## src/hdl/bwed_pkg.sv

```systemverilog
`timescale 1ns / 1ps
// ----------------------------------------------------------------------------
// bwed_pkg
// Shared types and constants for the bit weighted edit distance unit.
// ----------------------------------------------------------------------------
package bwed_pkg;

    // Request kinds
    localparam logic REQ_REF  = 1'b0;
    localparam logic REQ_RCVD = 1'b1;

    // Limits of the fixed-width counters and result fields
    localparam logic [15:0] RCVD_MAX = 16'hFFFF;
    localparam logic [31:0] ERR_MAX  = 32'h0000_FFFF;

    // One request item
    typedef struct packed {
        logic       req_type;
        logic [7:0] byte_value;
        logic       is_last;
    } req_item_t;

    // One result item
    typedef struct packed {
        logic [15:0] edit_dist;
        logic [10:0] ref_length;
        logic        saturated;
    } res_item_t;

    // Controller states
    typedef enum logic [2:0] {
        ST_IDLE,
        ST_INIT,
        ST_ROW0,
        ST_RUN,
        ST_FINISH
    } state_t;

    // Commands from controller to datapath
    typedef struct packed {
        logic store_ref;
        logic init_start;
        logic init_step;
        logic cmp_start;
        logic row0;
        logic run_step;
        logic emit;
    } cmd_t;

    // Status from datapath to controller
    typedef struct packed {
        logic at_end;
        logic out_busy;
    } status_t;

    // Number of differing bits between two bytes
    function automatic logic [3:0] bit_diff(input logic [7:0] a, input logic [7:0] b);
        logic [7:0] x;
        logic [3:0] n;
        x = a ^ b;
        n = 4'd0;
        for (int k = 0; k < 8; k++) begin
            n = n + {3'b000, x[k]};
        end
        return n;
    endfunction

endpackage

```

## src/hdl/bwed_ctrl.sv

```systemverilog
`timescale 1ns / 1ps
// ----------------------------------------------------------------------------
// bwed_ctrl
// Sequencer: accepts requests, runs the row initialisation and row update
// sweeps, and issues the result.
// ----------------------------------------------------------------------------
module bwed_ctrl (
    input  logic              clk,
    input  logic              rst_n,
    input  logic              req_valid,
    output logic              req_ready,
    input  logic              req_type,
    input  logic              req_last,
    input  bwed_pkg::status_t status,
    output bwed_pkg::cmd_t    cmd
);
    import bwed_pkg::*;

    state_t state_reg, state_next;
    logic   phase_reg, phase_next;
    logic   last_reg,  last_next;

    // Hold state, phase and last mark
    always_ff @(posedge clk or negedge rst_n)
    begin
        if (!rst_n)
        begin
            state_reg <= ST_IDLE;
            phase_reg <= 1'b0;
            last_reg  <= 1'b0;
        end
        else
        begin
            state_reg <= state_next;
            phase_reg <= phase_next;
            last_reg  <= last_next;
        end
    end

    // Decide next state and commands
    always_comb
    begin
        state_next = state_reg;
        phase_next = phase_reg;
        last_next  = last_reg;
        req_ready  = 1'b0;
        cmd        = '0;
        unique case (state_reg)
            ST_IDLE:
            begin
                req_ready = 1'b1;
                if (req_valid)
                begin
                    if (!phase_reg)
                    begin
                        // Loading: take reference bytes, drop received ones
                        if (req_type == REQ_REF)
                        begin
                            cmd.store_ref = 1'b1;
                            if (req_last)
                            begin
                                cmd.init_start = 1'b1;
                                state_next     = ST_INIT;
                            end
                        end
                    end
                    else
                    begin
                        // Comparing: take received bytes, drop reference ones
                        if (req_type == REQ_RCVD)
                        begin
                            cmd.cmp_start = 1'b1;
                            last_next     = req_last;
                            state_next    = ST_ROW0;
                        end
                    end
                end
            end
            ST_INIT:
            begin
                cmd.init_step = 1'b1;
                if (status.at_end)
                begin
                    phase_next = 1'b1;
                    state_next = ST_IDLE;
                end
            end
            ST_ROW0:
            begin
                cmd.row0   = 1'b1;
                state_next = ST_RUN;
            end
            ST_RUN:
            begin
                cmd.run_step = 1'b1;
                if (status.at_end)
                begin
                    state_next = last_reg ? ST_FINISH : ST_IDLE;
                end
            end
            ST_FINISH:
            begin
                // Wait for the result register to drain
                if (!status.out_busy)
                begin
                    cmd.emit   = 1'b1;
                    phase_next = 1'b0;
                    state_next = ST_IDLE;
                end
            end
            default:
            begin
                state_next = ST_IDLE;
            end
        endcase
    end

endmodule

```

## config.mk

```make
export PLATFORM = sky130hd
export DESIGN_NAME = bwed_ctrl
export DESIGN_NICKNAME = d
export VERILOG_FILES = /design/src/hdl/bwed_pkg.sv /design/src/hdl/bwed_ctrl.sv
export SDC_FILE = /design/constraint.sdc
export NUM_CORES = 1
export LEC_CHECK = 0
export BUFFER_PORTS_ARGS = -buffer_cell sky130_fd_sc_hd__buf_2
export CAP_MARGIN = 20
export CORE_AREA = 2 2 39 41
export CTS_BUF_LIST = sky130_fd_sc_hd__clkbuf_2
export DETAILED_ROUTE_END_ITERATION = 6
export DIE_AREA = 0 0 41 43
export GPL_TIMING_DRIVEN = 0
export PLACE_DENSITY = 0.5
export SLEW_MARGIN = 20
export SYNTH_ARGS = -nofsm -noshare
export SYNTH_HDL_FRONTEND = slang
export SYNTH_SLANG_ARGS = --single-unit
export TNS_END_PERCENT = 1
```

## constraint.sdc

```tcl
create_clock -name clk -period 1.3 [get_ports clk]
set_input_delay 0.26 -clock clk [delete_from_list [all_inputs] [get_ports clk]]
set_output_delay 0.26 -clock clk [all_outputs]
set_load 0.005 [all_outputs]
```

Word-level counts from Yosys, hierarchy flattened. Index checks and enable logic that the tools add are counted. Widths: inputs -> output; s select.

Input bits: 7. Bits in read-only memories: 0. Output and inout bits: 8. RAM bits: 0. Logic and storage cells: 47. Memories kept: 0. Bits in registers: 5. Bits in latches: 0.

$lt $le $gt $ge: 0. Reductions and logical operators: 5. Add/subtract/negate cells: 0. Muxes and demuxes: 28. Shift-type cells: 0. Divide/modulo/power cells: 0. Bitwise operators: 0. Equal/unequal tests: 11. Multiply operators: 0.

Operators with widths (number): $mux 3 (9); $pmux 3 s5 (1); $mux 1 (13); $ne 3x3->1 const B (3); $mux 2 (4); $ne 2x2->1 const B (4); $reduce_and 7->1 (1); $eq 3x2->1 const B (2); $reduce_and 4->1 (1); $eq 3x1->1 const B (1); $eq 3x3->1 const B (1); $logic_not 3->1 (1); $reduce_and 3->1 (1); $pmux 1 s2 (1); $reduce_bool 2->1 (1).

Logic depth before layout (Yosys ltp).
Word-level depth: 5. Gate-level depth with buffers: 4.

Worst setup path after synthesis. Ideal clock, no wire load.

Kind: reg-to-output. Start point: reg state_reg[0]. End point: out cmd[5] (netlist bit). Path slack: 0.011 ns. Stages on the path, launching flop included: 4. Arrival: 1.029 ns. Path buffers: 0. Required time: 1.040 ns. Cells stage by stage: dfrtp_1 nor3_1 and4bb_2 and2_1.

RTL lines: start: declaration (line bwed_ctrl.sv:19) `state_t state_reg, state_next;`; start signal: assignment (line bwed_ctrl.sv:34) `state_reg <= state_next;`; end: declaration (line bwed_ctrl.sv:15) `output bwed_pkg::cmd_t cmd`.

==> impl_metrics.prom <==
# TYPE chip_impl_metric gauge
chip_impl_info{name="run_status",value="complete, but fails checks"} 1
chip_impl_info{name="failed_checks",value="setup timing"} 1
chip_impl_metric{name="first_global_vias",unit=""} 253
chip_impl_metric{name="number_of_warnings_issued_by_yosys",unit=""} 0
chip_impl_metric{name="netSwitchingPower",unit="mW"} 0.376
chip_impl_metric{name="clk_pin_slew",unit="ps"} 60
chip_impl_metric{name="power_density",unit="mW/mm^2"} 1990
chip_impl_metric{name="fillCellCount",unit=""} 156
chip_impl_metric{name="timing.max_cap.violations",unit=""} 0
chip_impl_info{name="rsz0062_at_grt",value="yes"} 1
chip_impl_metric{name="insertedDiodeCount",unit=""} 0
chip_impl_metric{name="pre_cts_slack",unit="ps"} -90.0
chip_impl_metric{name="floorplan.initialDensity",unit="%"} 23.9
chip_impl_metric{name="finalCoreUtilization",unit="%"} 36.0
chip_impl_metric{name="grt_antenna_before_repair",unit=""} 0
chip_impl_metric{name="buffer_ports.inserted",unit=""} 14
chip_impl_info{name="clk_root_buffer_cell",value="clkbuf_2"} 1
chip_impl_metric{name="peakVddDrop",unit="mV"} 0.681
chip_impl_metric{name="critical_path_arrival",unit="ps"} 1280
chip_impl_metric{name="pwr-share-clk",unit="%"} 14.4
chip_impl_metric{name="drt-pass1-iter-count",unit=""} 2
chip_impl_info{name="mostFrequentLayoutCell",value="buf_2"} 1
chip_impl_metric{name="cellLeakagePower",unit="nW"} 0.230
chip_impl_metric{name="insertion_delay",unit="ps"} 210
chip_impl_metric{name="layout_setup_ws",unit="ps"} -240
chip_impl_metric{name="final_antenna_net_count",unit=""} 0
chip_impl_metric{name="synth-adder-area-share",unit="%"} 0
chip_impl_metric{name="htree_num_levels",unit=""} 1
chip_impl_metric{name="floorplan.die.height",unit="um"} 43
chip_impl_metric{name="routed_via_density",unit=""} 4.78
chip_impl_metric{name="worst_clock_skew",unit="ps"} 9.68
chip_impl_metric{name="synth.yosys.seq_area_share",unit="%"} 37.9
chip_impl_metric{name="critical_path_required",unit="ps"} 1040
chip_impl_metric{name="place_congestion",unit=""} 0.688
chip_impl_metric{name="finalPower",unit="mW"} 0.990
chip_impl_info{name="worst-setup-path-type",value="reg -> out"} 1
chip_impl_metric{name="io-pin-count",unit=""} 15
chip_impl_metric{name="max_ffs_per_register",unit=""} 3
chip_impl_metric{name="route.detailed.wl_per_inst",unit="um"} 10.6
chip_impl_metric{name="report.final.hold_viol_count",unit=""} 0
chip_impl_metric{name="timing.max_slew.rel_slack",unit="%"} 84.9
chip_impl_metric{name="critical_path_peak_fanout",unit=""} 2
chip_impl_metric{name="max_slew.worst_pin.slew",unit="ps"} 224
chip_impl_metric{name="fin_tns_setup",unit="ps"} -691
chip_impl_metric{name="timing_max_transition_violations_final",unit=""} 0
chip_impl_metric{name="yosys-mux-area-fraction",unit="%"} 3.41
chip_impl_metric{name="synthesis.area",unit="sq um"} 330
chip_impl_metric{name="p_sw_share",unit="%"} 38.0
chip_impl_metric{name="share_comb_of_total_power",unit="%"} 57.1
chip_impl_metric{name="dr_total_vias",unit=""} 325
chip_impl_metric{name="area_growth",unit="%"} 50.8
chip_impl_metric{name="synth_nets",unit=""} 39
chip_impl_info{name="final_cell_mix",value="buf_2, buf_6, dfrtp_1"} 1
chip_impl_metric{name="grt.total_usage",unit="%"} 9.68
chip_impl_metric{name="synth_xor_xnor_area_share",unit="%"} 0
chip_impl_metric{name="grt_first_pass_wirelength",unit="mm"} 1.08
chip_impl_metric{name="yosys_register_bits",unit=""} 5
chip_impl_info{name="hold_path_class",value="in -> reg"} 1
chip_impl_metric{name="yosys.area.top_type_share",unit="%"} 37.9
chip_impl_info{name="post-synth-top-area-cell",value="dfrtp_1"} 1
chip_impl_metric{name="grt.overflow.total",unit=""} 0
chip_impl_metric{name="synthesized_instance_count",unit=""} 32
chip_impl_metric{name="internal-power",unit="mW"} 0.614
chip_impl_metric{name="grt_max_degree",unit=""} 11
chip_impl_info{name="dominant_cells_by_area_after_synthesis",value="dfrtp_1, buf_6, nor4_4"} 1
chip_impl_metric{name="max_clock_freq",unit="MHz"} 649
chip_impl_metric{name="drt-total-wl",unit="um"} 722
chip_impl_info{name="startpoint_type",value="flip-flop"} 1
chip_impl_metric{name="full_die_area",unit="sq mm"} 0.00176
chip_impl_metric{name="die_w",unit="um"} 41
chip_impl_metric{name="power_frac_seq",unit="%"} 28.5
chip_impl_metric{name="clock_tree.buffer_depth",unit=""} 2
chip_impl_metric{name="cts_buffers",unit=""} 3
chip_impl_metric{name="design.core.area",unit="sq mm"} 0.00138
chip_impl_metric{name="synth_simple_gate_area_share",unit="%"} 38.3
chip_impl_metric{name="post_synth.cell_area_avg",unit="sq um"} 10.3
chip_impl_metric{name="synth-compound-area-share",unit="%"} 10.2
chip_impl_metric{name="final_layout_size_suffix_gt1_share",unit="%"} 57.7
chip_impl_metric{name="dp_hpwl",unit="um"} 543
chip_impl_metric{name="final_min_period_over_clock_period",unit="%"} 118
chip_impl_metric{name="setup_violations",unit=""} 5
chip_impl_info{name="crit_path_end_kind",value="output pin"} 1
chip_impl_metric{name="finalWorstPathRequiredPeriod",unit="ps"} 1540
chip_impl_metric{name="post-route-drc-count",unit=""} 0
chip_impl_metric{name="final_nets",unit=""} 60
chip_impl_info{name="cts_tree",value="built"} 1
chip_impl_info{name="synth_top_family_by_area",value="simple AND/OR/NAND/NOR gates"} 1
chip_impl_metric{name="clock_sink_count",unit=""} 5
chip_impl_metric{name="drt_iter0_drc",unit=""} 2
chip_impl_metric{name="number_of_rows_created_at_floorplan",unit=""} 14
chip_impl_metric{name="distinct_cell_type_count_after_synthesis",unit=""} 22
==> final cells by class <==
cell class	instances	area [sq um]	area share (%)
clock buffers	4	20.0	4.02
flip-flops and latches	5	125	25.1
repair buffers	16	100	20.1
plain buffers	3	33.8	6.78
well taps	16	20.0	4.02
inverters	1	3.75	0.754
multi-input cells	23	195	39.2
==> synth_stat cells <==
| cell | count |
|---|---|
| buf_4 | 1 |
| and4bb_2 | 1 |
| nand2_1 | 1 |
| a221oi_1 | 1 |
| nor3_1 | 3 |
| and2_1 | 1 |
| nor4bb_1 | 1 |
| a211oi_1 | 1 |
| nand2b_1 | 1 |
| nor3b_1 | 1 |
| nor4b_1 | 1 |
| mux2_1 | 1 |
| nor2_1 | 2 |
| buf_6 | 2 |
| nor4_4 | 1 |
| and3b_1 | 1 |
| dfrtp_1 | 5 |
| a21oi_1 | 2 |
| nand3_1 | 2 |
| or3b_1 | 1 |
| o31ai_1 | 1 |
| inv_1 | 1 |
==> worst max-delay path: stages, from the launching register on <==
cell and delay [ps]:
dfrtp_1 390, nor3_2 210, and4bb_2 260, and2_4 140, buf_6 80
==> through the flow <==
step	std cells	area, sq um	hold WS (ps)
finish	68	498	285
global route	68	498	266
detailed placement	62	420	81.7
floorplan	32	330	-35.6
global placement	62	420	80.9
CTS	68	475	270
==> cells by family after synthesis <==
family | after synthesis
AND/OR/NAND/NOR | 17
multiplexers | 1
buffers and inverters | 4
flip-flops | 5
AO/OA/AOI/OAI | 5
==> power by group through the flow <==
stage,Combinational [mW],Clock [mW],Sequential (mW)
floorplan,0.334,0,0.265
global placement,0.472,0,0.279
detailed placement,0.466,0,0.279
CTS,0.539,0.149,0.281
global route,0.626,0.162,0.290
finish,0.565,0.143,0.282
==> repair_timing <==
item	CTS	global route
pin swaps	5	3
buffers inserted	1	0
setup endpoints to repair	8	9
hold endpoints to repair	5	0
hold buffers	1	0
resized for setup	4	6
==> layer usage <==
metal	global-route usage, %	wire, um
met1	13.4	324
met2	11.6	341
met3	1.57	36
met4	10.0	19
met5	0	0
==> final timing paths <==
kind / start / end / slack [ps] / cells past startpoint
min in group asynchronous: rst_n / state_reg[2]$_DFFE_PN0P_ / 380 / 2
max: state_reg[0]$_DFFE_PN0P_ / cmd[5] / -240 / 4
max in group asynchronous: rst_n / state_reg[0]$_DFFE_PN0P_ / 780 / 2
min: req_last / last_reg$_DFFE_PN0P_ / 280 / 2
min reg2reg: last_reg$_DFFE_PN0P_ / last_reg$_DFFE_PN0P_ / 500 / 1
max reg2reg: state_reg[0]$_DFFE_PN0P_ / last_reg$_DFFE_PN0P_ / 10 / 3
Note: power is estimated with default switching activity, not from simulation.
